**config.mk**
```make
export PLATFORM = sky130hd
export DESIGN_NAME = arm_instruction_decoder_core
export DESIGN_NICKNAME = d
export VERILOG_FILES = /design/src/sv/aid_pkg.sv /design/src/sv/aid_decode.sv /design/src/sv/arm_instruction_decoder_core.sv
export SDC_FILE = /design/constraint.sdc
export NUM_CORES = 1
export LEC_CHECK = 0
export BUFFER_PORTS_ARGS = -buffer_cell sky130_fd_sc_hd__buf_2
export CAP_MARGIN = 20
export CORE_ASPECT_RATIO = 2
export CORE_UTILIZATION = 53
export CTS_CLUSTER_DIAMETER = 100
export DETAILED_ROUTE_END_ITERATION = 10
export PLACE_DENSITY = 0.79
export SLEW_MARGIN = 10
export SYNTH_ARGS = -nofsm -noshare
export SYNTH_HDL_FRONTEND = slang
export SYNTH_SLANG_ARGS = --single-unit
export TNS_END_PERCENT = 1
```
**constraint.sdc**
```tcl
create_clock -name clk -period 3.35 [get_ports clk]
set_input_delay 0.335 -clock clk [delete_from_list [all_inputs] [get_ports clk]]
set_output_delay 0.335 -clock clk [all_outputs]
set_load 0.01 [all_outputs]
```
**src/sv/aid_pkg.sv**
```systemverilog
package aid_pkg;

    localparam int WORD_W    = 32;
    localparam int REG_W     = 5;
    localparam int OPND_W    = 24;
    localparam int IN_DATA_W = 64;
    localparam int OUT_DATA_W = 72;

    // Translation classes
    localparam logic [2:0] CLS_NONE     = 3'd0;
    localparam logic [2:0] CLS_NORMAL   = 3'd1;
    localparam logic [2:0] CLS_INDIRECT = 3'd2;
    localparam logic [2:0] CLS_BRANCH   = 3'd3;
    localparam logic [2:0] CLS_EXCEPT   = 3'd4;

    // Decoded forms
    localparam logic [3:0] KIND_DPREG = 4'd0;
    localparam logic [3:0] KIND_DPIMM = 4'd1;
    localparam logic [3:0] KIND_MUL   = 4'd2;
    localparam logic [3:0] KIND_MULL  = 4'd3;
    localparam logic [3:0] KIND_SWP   = 4'd4;
    localparam logic [3:0] KIND_PSR   = 4'd5;
    localparam logic [3:0] KIND_UNDEF = 4'd6;
    localparam logic [3:0] KIND_LDST  = 4'd7;
    localparam logic [3:0] KIND_LDM   = 4'd8;
    localparam logic [3:0] KIND_B     = 4'd9;
    localparam logic [3:0] KIND_COP   = 4'd10;
    localparam logic [3:0] KIND_SWI   = 4'd11;
    localparam logic [3:0] KIND_HIGH  = 4'd12;

    // Major opcodes, bits 27:25
    localparam logic [2:0] MAJ_DP_REG  = 3'd0;
    localparam logic [2:0] MAJ_DP_IMM  = 3'd1;
    localparam logic [2:0] MAJ_LDST_IMM = 3'd2;
    localparam logic [2:0] MAJ_LDST_REG = 3'd3;
    localparam logic [2:0] MAJ_LDM     = 3'd4;
    localparam logic [2:0] MAJ_BRANCH  = 3'd5;
    localparam logic [2:0] MAJ_COP_LS  = 3'd6;
    localparam logic [2:0] MAJ_COP_SWI = 3'd7;

    // ALU opcodes with restricted register fields
    localparam logic [3:0] ALU_MOV = 4'd13;
    localparam logic [3:0] ALU_MVN = 4'd15;

    // Positions in flag_bits
    localparam int F_P = 0;
    localparam int F_U = 1;
    localparam int F_B = 2;
    localparam int F_W = 3;
    localparam int F_L = 4;
    localparam int F_S = 5;
    localparam int F_A = 6;

    localparam logic [REG_W-1:0] REG_NA = 5'd16;
    localparam logic [3:0]       REG_PC = 4'd15;

    localparam logic [WORD_W-1:0] MSR_REG_MASK  = 32'h0fb0fff0;
    localparam logic [WORD_W-1:0] MSR_REG_MATCH = 32'h0120f000;
    localparam logic [WORD_W-1:0] MRS_MASK      = 32'h0fbf0fff;
    localparam logic [WORD_W-1:0] MRS_MATCH     = 32'h010f0000;
    localparam logic [WORD_W-1:0] UNDEF_MASK    = 32'h0f000090;
    localparam logic [WORD_W-1:0] UNDEF_MATCH   = 32'h01000090;
    localparam logic [WORD_W-1:0] MSR_IMM_MASK  = 32'h0fb0f000;
    localparam logic [WORD_W-1:0] MSR_IMM_MATCH = 32'h0320f000;
    localparam logic [WORD_W-1:0] HIGH_VEC_BASE = 32'hffff0000;

    typedef struct packed {
        logic [OPND_W-1:0] operand_bits;
        logic [REG_W-1:0]  reg_shift;
        logic [REG_W-1:0]  reg_second;
        logic [REG_W-1:0]  reg_dest;
        logic [REG_W-1:0]  reg_first;
        logic [6:0]        flag_bits;
        logic [3:0]        alu_op;
        logic [3:0]        sub_kind;
        logic [2:0]        major_op;
        logic [3:0]        cond_code;
        logic              decode_error;
        logic [2:0]        insn_class;
    } dec_res_t;

    localparam int RES_W = $bits(dec_res_t);

endpackage

```
**src/sv/aid_decode.sv**
```systemverilog
module aid_decode
    import aid_pkg::*;
(
    input  logic [WORD_W-1:0] instruction,
    input  logic [WORD_W-1:0] fetch_address,
    output dec_res_t          res
);

    logic [WORD_W-1:0] w;
    logic [3:0]        rn;
    logic [3:0]        rd;
    logic [3:0]        rs;
    logic [3:0]        rm;
    logic [3:0]        alu;
    logic              dp_bad;
    logic              mul_bad;
    logic              mull_bad;
    logic              any_pc;
    logic [6:0]        pubwl;

    assign w      = instruction;
    assign rn     = w[19:16];
    assign rd     = w[15:12];
    assign rs     = w[11:8];
    assign rm     = w[3:0];
    assign alu    = w[24:21];
    // Compares must leave Rd zero; MOV and MVN must leave Rn zero.
    assign dp_bad = ((alu[3:2] == 2'b10) && (rd != 4'd0)) ||
                    (((alu == ALU_MOV) || (alu == ALU_MVN)) && (rn != 4'd0));
    assign any_pc = (rn == REG_PC) || (rd == REG_PC) || (rs == REG_PC) || (rm == REG_PC);
    assign mul_bad  = (rn == rm) || any_pc;
    assign mull_bad = (rn == rm) || (rn == rd) || (rd == rm) || any_pc;
    assign pubwl  = {2'b00, w[20], w[21], w[22], w[23], w[24]};

    always_comb
    begin
        res              = '0;
        res.reg_first    = REG_NA;
        res.reg_dest     = REG_NA;
        res.reg_second   = REG_NA;
        res.reg_shift    = REG_NA;
        res.insn_class   = CLS_NONE;

        if (fetch_address > HIGH_VEC_BASE)
        begin
            res.insn_class = CLS_EXCEPT;
            res.sub_kind   = KIND_HIGH;
        end
        else
        begin
            res.cond_code = w[31:28];
            res.major_op  = w[27:25];
            case (w[27:25])
                MAJ_DP_REG:
                begin
                    if ((w[7:4] == 4'd9) && (w[26:23] == 4'd1))
                    begin
                        res.sub_kind        = KIND_MULL;
                        res.flag_bits[F_A]  = w[21];
                        res.flag_bits[F_S]  = w[20];
                        res.flag_bits[F_U]  = w[22];
                        res.reg_dest        = {1'b0, rn};
                        res.reg_first       = {1'b0, rd};
                        res.reg_shift       = {1'b0, rs};
                        res.reg_second      = {1'b0, rm};
                        res.decode_error    = mull_bad;
                        res.insn_class      = mull_bad ? CLS_NONE : CLS_NORMAL;
                    end
                    else if ((w[7:4] == 4'd9) && (w[26:22] == 5'd0))
                    begin
                        res.sub_kind        = KIND_MUL;
                        res.flag_bits[F_A]  = w[21];
                        res.flag_bits[F_S]  = w[20];
                        res.reg_dest        = {1'b0, rn};
                        res.reg_first       = {1'b0, rd};
                        res.reg_shift       = {1'b0, rs};
                        res.reg_second      = {1'b0, rm};
                        res.decode_error    = mul_bad;
                        res.insn_class      = mul_bad ? CLS_NONE : CLS_NORMAL;
                    end
                    else if ((w[11:4] == 8'd9) && (w[21:20] == 2'd0) &&
                             (w[27:23] == 5'd2))
                    begin
                        res.sub_kind       = KIND_SWP;
                        res.flag_bits[F_B] = w[22];
                        res.reg_first      = {1'b0, rn};
                        res.reg_dest       = {1'b0, rd};
                        res.reg_second     = {1'b0, rm};
                        res.insn_class     = CLS_NORMAL;
                    end
                    else if (((w & MSR_REG_MASK) == MSR_REG_MATCH) ||
                             ((w & MRS_MASK) == MRS_MATCH))
                    begin
                        res.sub_kind   = KIND_PSR;
                        res.insn_class = CLS_EXCEPT;
                    end
                    else if ((w & UNDEF_MASK) == UNDEF_MATCH)
                    begin
                        res.sub_kind = KIND_UNDEF;
                    end
                    else
                    begin
                        res.sub_kind       = KIND_DPREG;
                        res.alu_op         = alu;
                        res.flag_bits[F_S] = w[20];
                        res.reg_first      = {1'b0, rn};
                        res.reg_dest       = {1'b0, rd};
                        res.reg_second     = {1'b0, rm};
                        res.operand_bits   = {16'd0, w[11:4]};
                        if (dp_bad)
                        begin
                            res.decode_error = 1'b1;
                        end
                        else if (w[4] && w[7])
                        begin
                            // Register-controlled shift with bit 7 set is malformed.
                            res.decode_error = 1'b1;
                            res.insn_class   = CLS_NORMAL;
                        end
                        else
                        begin
                            res.insn_class = (rd == REG_PC) ? CLS_INDIRECT : CLS_NORMAL;
                        end
                    end
                end
                MAJ_DP_IMM:
                begin
                    if ((w & MSR_IMM_MASK) == MSR_IMM_MATCH)
                    begin
                        res.sub_kind   = KIND_PSR;
                        res.insn_class = CLS_EXCEPT;
                    end
                    else
                    begin
                        res.sub_kind       = KIND_DPIMM;
                        res.alu_op         = alu;
                        res.flag_bits[F_S] = w[20];
                        res.reg_first      = {1'b0, rn};
                        res.reg_dest       = {1'b0, rd};
                        res.operand_bits   = {12'd0, w[11:0]};
                        if (dp_bad)
                        begin
                            res.decode_error = 1'b1;
                        end
                        else
                        begin
                            res.insn_class = (rd == REG_PC) ? CLS_INDIRECT : CLS_NORMAL;
                        end
                    end
                end
                MAJ_LDST_IMM:
                begin
                    res.sub_kind     = KIND_LDST;
                    res.flag_bits    = pubwl;
                    res.reg_first    = {1'b0, rn};
                    res.reg_dest     = {1'b0, rd};
                    res.operand_bits = {12'd0, w[11:0]};
                    res.insn_class   = (rd == REG_PC) ? CLS_INDIRECT : CLS_NORMAL;
                end
                MAJ_LDST_REG:
                begin
                    if (w[4])
                    begin
                        res.sub_kind     = KIND_UNDEF;
                        res.decode_error = 1'b1;
                    end
                    else
                    begin
                        res.sub_kind     = KIND_LDST;
                        res.flag_bits    = pubwl;
                        res.reg_first    = {1'b0, rn};
                        res.reg_dest     = {1'b0, rd};
                        res.reg_second   = {1'b0, rm};
                        res.operand_bits = {16'd0, w[11:4]};
                        res.insn_class   = (rd == REG_PC) ? CLS_INDIRECT : CLS_NORMAL;
                    end
                end
                MAJ_LDM:
                begin
                    res.sub_kind     = KIND_LDM;
                    res.flag_bits    = pubwl;
                    res.reg_first    = {1'b0, rn};
                    res.operand_bits = {8'd0, w[15:0]};
                    res.insn_class   = w[15] ? CLS_INDIRECT : CLS_NORMAL;
                end
                MAJ_BRANCH:
                begin
                    res.sub_kind       = KIND_B;
                    res.flag_bits[F_L] = w[24];
                    res.operand_bits   = w[23:0];
                    res.insn_class     = CLS_BRANCH;
                end
                MAJ_COP_LS:
                begin
                    res.sub_kind   = KIND_COP;
                    res.insn_class = CLS_EXCEPT;
                end
                MAJ_COP_SWI:
                begin
                    res.insn_class = CLS_EXCEPT;
                    if (w[24])
                    begin
                        res.sub_kind = KIND_SWI;
                    end
                    else
                    begin
                        res.sub_kind = KIND_COP;
                        // Only the data operation form carries its register fields.
                        if (!w[4])
                        begin
                            res.reg_first    = {1'b0, rn};
                            res.reg_dest     = {1'b0, rd};
                            res.reg_second   = {1'b0, rm};
                            res.operand_bits = w[23:0];
                        end
                    end
                end
                default:
                begin
                    res.sub_kind = KIND_UNDEF;
                end
            endcase
        end
    end

endmodule

```
**src/sv/arm_instruction_decoder_core.sv**
```systemverilog
// ARM v4 instruction decoder. Each request carries one instruction word and its
// fetch address and yields exactly one decoded result. The block is a two-register
// pipeline: the request is captured in an input register, decoded by a single pass of
// combinational logic, and held in a result register until taken. A new request is
// accepted every cycle while the result side keeps up, so throughput is one
// instruction per clock; the result becomes valid once its request has moved from the
// input register into the result register.
// When the result side stalls, both registers fill and further requests wait.
module arm_instruction_decoder_core
    import aid_pkg::*;
(
    input  logic                  clk,
    input  logic                  rst_n,
    input  logic                  s_axis_tvalid,
    output logic                  s_axis_tready,
    // [31:0] instruction, [63:32] fetch_address
    input  logic [IN_DATA_W-1:0]  s_axis_tdata,
    output logic                  m_axis_tvalid,
    input  logic                  m_axis_tready,
    // [2:0] insn_class, [3] decode_error, [7:4] cond_code, [10:8] major_op,
    // [14:11] sub_kind, [18:15] alu_op, [25:19] flag_bits, [30:26] reg_first,
    // [35:31] reg_dest, [40:36] reg_second, [45:41] reg_shift,
    // [69:46] operand_bits, [71:70] zero
    output logic [OUT_DATA_W-1:0] m_axis_tdata
);

    logic              in_valid_reg;
    logic [WORD_W-1:0] instr_reg;
    logic [WORD_W-1:0] addr_reg;
    logic              out_valid_reg;
    dec_res_t          res_reg;
    dec_res_t          res_next;
    logic              advance;

    // The result register can take a new value when it is empty or being emptied.
    assign advance       = !out_valid_reg || m_axis_tready;
    assign s_axis_tready = !in_valid_reg || advance;

    aid_decode u_decode (
        .instruction   (instr_reg),
        .fetch_address (addr_reg),
        .res           (res_next)
    );

    always_ff @(posedge clk or negedge rst_n)
    begin
        if (!rst_n)
        begin
            in_valid_reg  <= 1'b0;
            out_valid_reg <= 1'b0;
        end
        else
        begin
            if (s_axis_tready)
            begin
                in_valid_reg <= s_axis_tvalid;
            end
            if (advance)
            begin
                out_valid_reg <= in_valid_reg;
            end
        end
    end

    always_ff @(posedge clk)
    begin
        if (s_axis_tready && s_axis_tvalid)
        begin
            instr_reg <= s_axis_tdata[WORD_W-1:0];
            addr_reg  <= s_axis_tdata[2*WORD_W-1:WORD_W];
        end
        if (advance && in_valid_reg)
        begin
            res_reg <= res_next;
        end
    end

    assign m_axis_tvalid = out_valid_reg;
    assign m_axis_tdata  = {{(OUT_DATA_W-RES_W){1'b0}}, res_reg};

endmodule
```
==> flow_summary.yaml <==
cells_and_area:
  fin_nets: 635
  drive_gt1_share_pct: 33.8
  design_area_um2: 7280
  fill_cells: 774
  diodes: 0
  largest_reg_flops: 70
  area_growth_pct: 25.4
outcome:
  status: "finished, final reports clean"
grt:
  grt_pass1_vias: 4279
  grt_max_degree: 65
  grt_pass1_wl_um: 21900
  groute.usage.overall_pct: 26.5
  antenna_found_initial: 0
  grt-ovfl-total: 0
timing:
  finalCritPeriodShare_pct: 80.0
  tightestPinTransition_ns: 0.773
  setup_viol: 0
  max_freq_mhz: 373
  final_hold_viol_count: 0
  drv_slew: 0
  rsz0062_at_grt: "false"
  hold_ws_ns: 0.0843
  max_slew_margin_pct: 48.5
  fin_crit_ns: 2.68
  fin_ws_ns: 0.671
  tns_ns: 0
  finalClockSkew_ns: 0.00853
pwr:
  p_comb_share_pct: 9.5
  power_frac_clock_pct: 41.7
  switching_power_mw: 1.06
  ir_worst_vdd_mv: 0.486
  powerDensity_nw_per_um2: 590
  sequentialPowerShare_pct: 48.8
  switching_share_pct: 24.7
  p_int_mw: 3.23
  power_leakage_nw: 2.82
clock_tree:
  h-tree-depth: 4
  clock_path_buffers: 2
  clk_latency_ns: 0.42
  cts_buffers: 17
  clk_pin_slew_ns: 0.06
  clkSinkCount: 136
  tritoncts: "done"
  root_buffer: "clkbuf_16"
drt:
  vias: 4206
  top_layer: "met4"
  wl_um: 14200
  wl_met1_um: 4920
  met2_wirelength_um: 7980
  via_per_inst: 5.87
  wl_met3_um: 595
  drc: 0
  ant_nets: 0
  drtPass1Iterations: 5
  wire_per_inst_um: 19.9
  drt_iter0_drc: 310
flow_run:
  cap_violations: 0
logic_synthesis:
  synth_cells: 419
  async_reset_ff_share_pct: 1.47
  ys_ff_latch: 136
  ys_types: 58
  ys_warn_count: 0
  ys.flop_type: "edfxtp_1"
  yosysSeqAreaShare_pct: 70.2
  synth_edf_count: 134
  synth.cell_area_um2: 5810
  synth.avg_cell_area_um2: 13.9
hold_path:
  hp-start: "s_axis_tdata[44]"
  min_path_type: "input pin to register"
floorplan:
  pin_count: 142
  initial_core_util_pct: 54.7
  fp-row-count: 53
  die_h_um: 150
  coreArea_um2: 10600
  die_area_um2: 11400
  die_w_um: 76.0
critical_path:
  slowest_stage: "edfxtp_1"
  r2r-start: "instr_reg[4]$_DFFE_PP_"
  critPathCaptureType: "register"
  startpoint_type: "register"
  cp.required_ns: 3.58
  cp.arrival_ns: 2.91
  cp-startpoint: "instr_reg[4]$_DFFE_PP_"
  critical_path_class: "register to register"
  cp_max_fo: 18
  cpPeakStageDelay_ns: 0.69
  cp_cell_sequence: "nand4bb_1, nor4_2, buf_4, a21oi_1, a311oi_1"
placed_design:
  dp_hpwl_um: 10300
  gp_congestion: 0.900
  dp_slack_ns: 0.668
  place_area_um2: 6700
  io_buffers: 139
-- power by group through the flow --
stage | sequential (mW) | combinational, mW | clock, mW
after floorplan | 2.14 | 0.202 | 0
after global placement | 2.13 | 0.399 | 0
after detailed placement | 2.13 | 0.407 | 0
after CTS | 2.09 | 0.410 | 1.82
after global routing | 2.11 | 0.443 | 1.88
final | 2.10 | 0.409 | 1.79
-- per-layer routing --
metal | vias to the layer above | GRT usage (%)
li1 | 1934 | -
met3 | 52 | 5.00
met1 | 2043 | 26.4
met5 | - | 0
met4 | 0 | 18.8
met2 | 177 | 48.9
-- placed cells by master (no fill, tap or decap), drive strengths merged, types with 5 or more instances in the layout --
cell type	count
nor2	11
nor3	7
nor4	11
a32o	8
nor2b	5
and3	14
nand2	32
nand3	7
nand2b	10
inv	8
buf	157
xnor2	12
edfxtp	134
and2	27
a21oi	30
a21o	6
clkbuf	18
nand4	13
-- layout make-up --
cell class	count	area [um^2]	area share, %
well taps	137	171	2.35
multi-input cells	254	1610	22.2
repair buffers	158	853	11.7
clock inverters	14	140	1.92
clock buffers	18	429	5.89
flip-flops and latches	136	4070	55.9
-- logic make-up after synthesis --
logic type             synth area share, %
flip-flops                            70.2
buffers and inverters                 2.15
other                               0.0646
AO/OA/AOI/OAI                         9.76
AND/OR/NAND/NOR                       15.6
multiplexers                         0.345
XOR/XNOR                              1.96
-- Yosys cell counts, types with 2 or more instances --
library cell / number / area share [%]
nor3b_1: 2 / 0.26
a31oi_1: 2 / 0.22
a22oi_1: 2 / 0.26
or4_1: 2 / 0.26
a32oi_1: 3 / 0.45
edfxtp_1: 134 / 69
clkbuf_1: 23 / 1.5
nor2_1: 11 / 0.71
nor4_1: 10 / 1.1
dfrtp_1: 2 / 0.86
and2_1: 27 / 2.9
o311ai_0: 2 / 0.30
buf_4: 2 / 0.26
a21boi_0: 2 / 0.26
a311oi_1: 4 / 0.60
o21ai_0: 3 / 0.26
nor2b_1: 5 / 0.54
or3_1: 4 / 0.43
nor4b_1: 4 / 0.60
buf_2: 4 / 0.34
a32o_1: 7 / 1.2
nand2b_1: 10 / 1.1
o22ai_1: 3 / 0.32
nor3_1: 6 / 0.52
a21oi_1: 29 / 2.5
nand2_1: 32 / 2.1
a21o_1: 6 / 0.78
mux2i_1: 2 / 0.34
o31ai_1: 3 / 0.39
and4_1: 3 / 0.45
xnor2_1: 12 / 1.8
nand3_1: 7 / 0.60
nand4_1: 13 / 1.4
and3_1: 14 / 1.5
-- worst max-delay path: cells and delay by family, from the launching register on --
| kind | cells | cell delay (ns) |
|---|---|---|
| flops | 1 | 0.69 |
| compound gates | 2 | 0.40 |
| simple gates | 2 | 1.05 |
| buf+inv | 1 | 0.33 |
-- metrics by stage --
stage          cells  utilization [%]  total power, mW
5_1_grt          717             68.6             4.43
3_5_place_dp     684             63.2             2.54
6_report         717             68.6             4.30
3_3_place_gp     684             63.2             2.52
2_1_floorplan    420                -             2.35
4_1_cts          717             68.6             4.32
-- what timing repair did --
item,CTS,global route
setup buffers,0,0
hold buffers,1,0
hold endpoints to repair,2,0
gates resized for setup,0,0
-- worst paths after layout --
check	end	slack, ns	depth (start not counted)
setup / recovery	m_axis_tdata[34]$_SDFFCE_PP0P_	0.67	5
min in group asynchronous	in_valid_reg$_DFFE_PN0N_	0.25	2
setup reg to reg	m_axis_tdata[34]$_SDFFCE_PP0P_	0.67	5
hold / removal	addr_reg[12]$_DFFE_PP_	0.08	1
max in group asynchronous	m_axis_tvalid$_DFFE_PN0P_	3.00	2
hold reg to reg	m_axis_tvalid$_DFFE_PN0P_	0.50	1
Note: power is estimated with default switching activity, not from simulation.
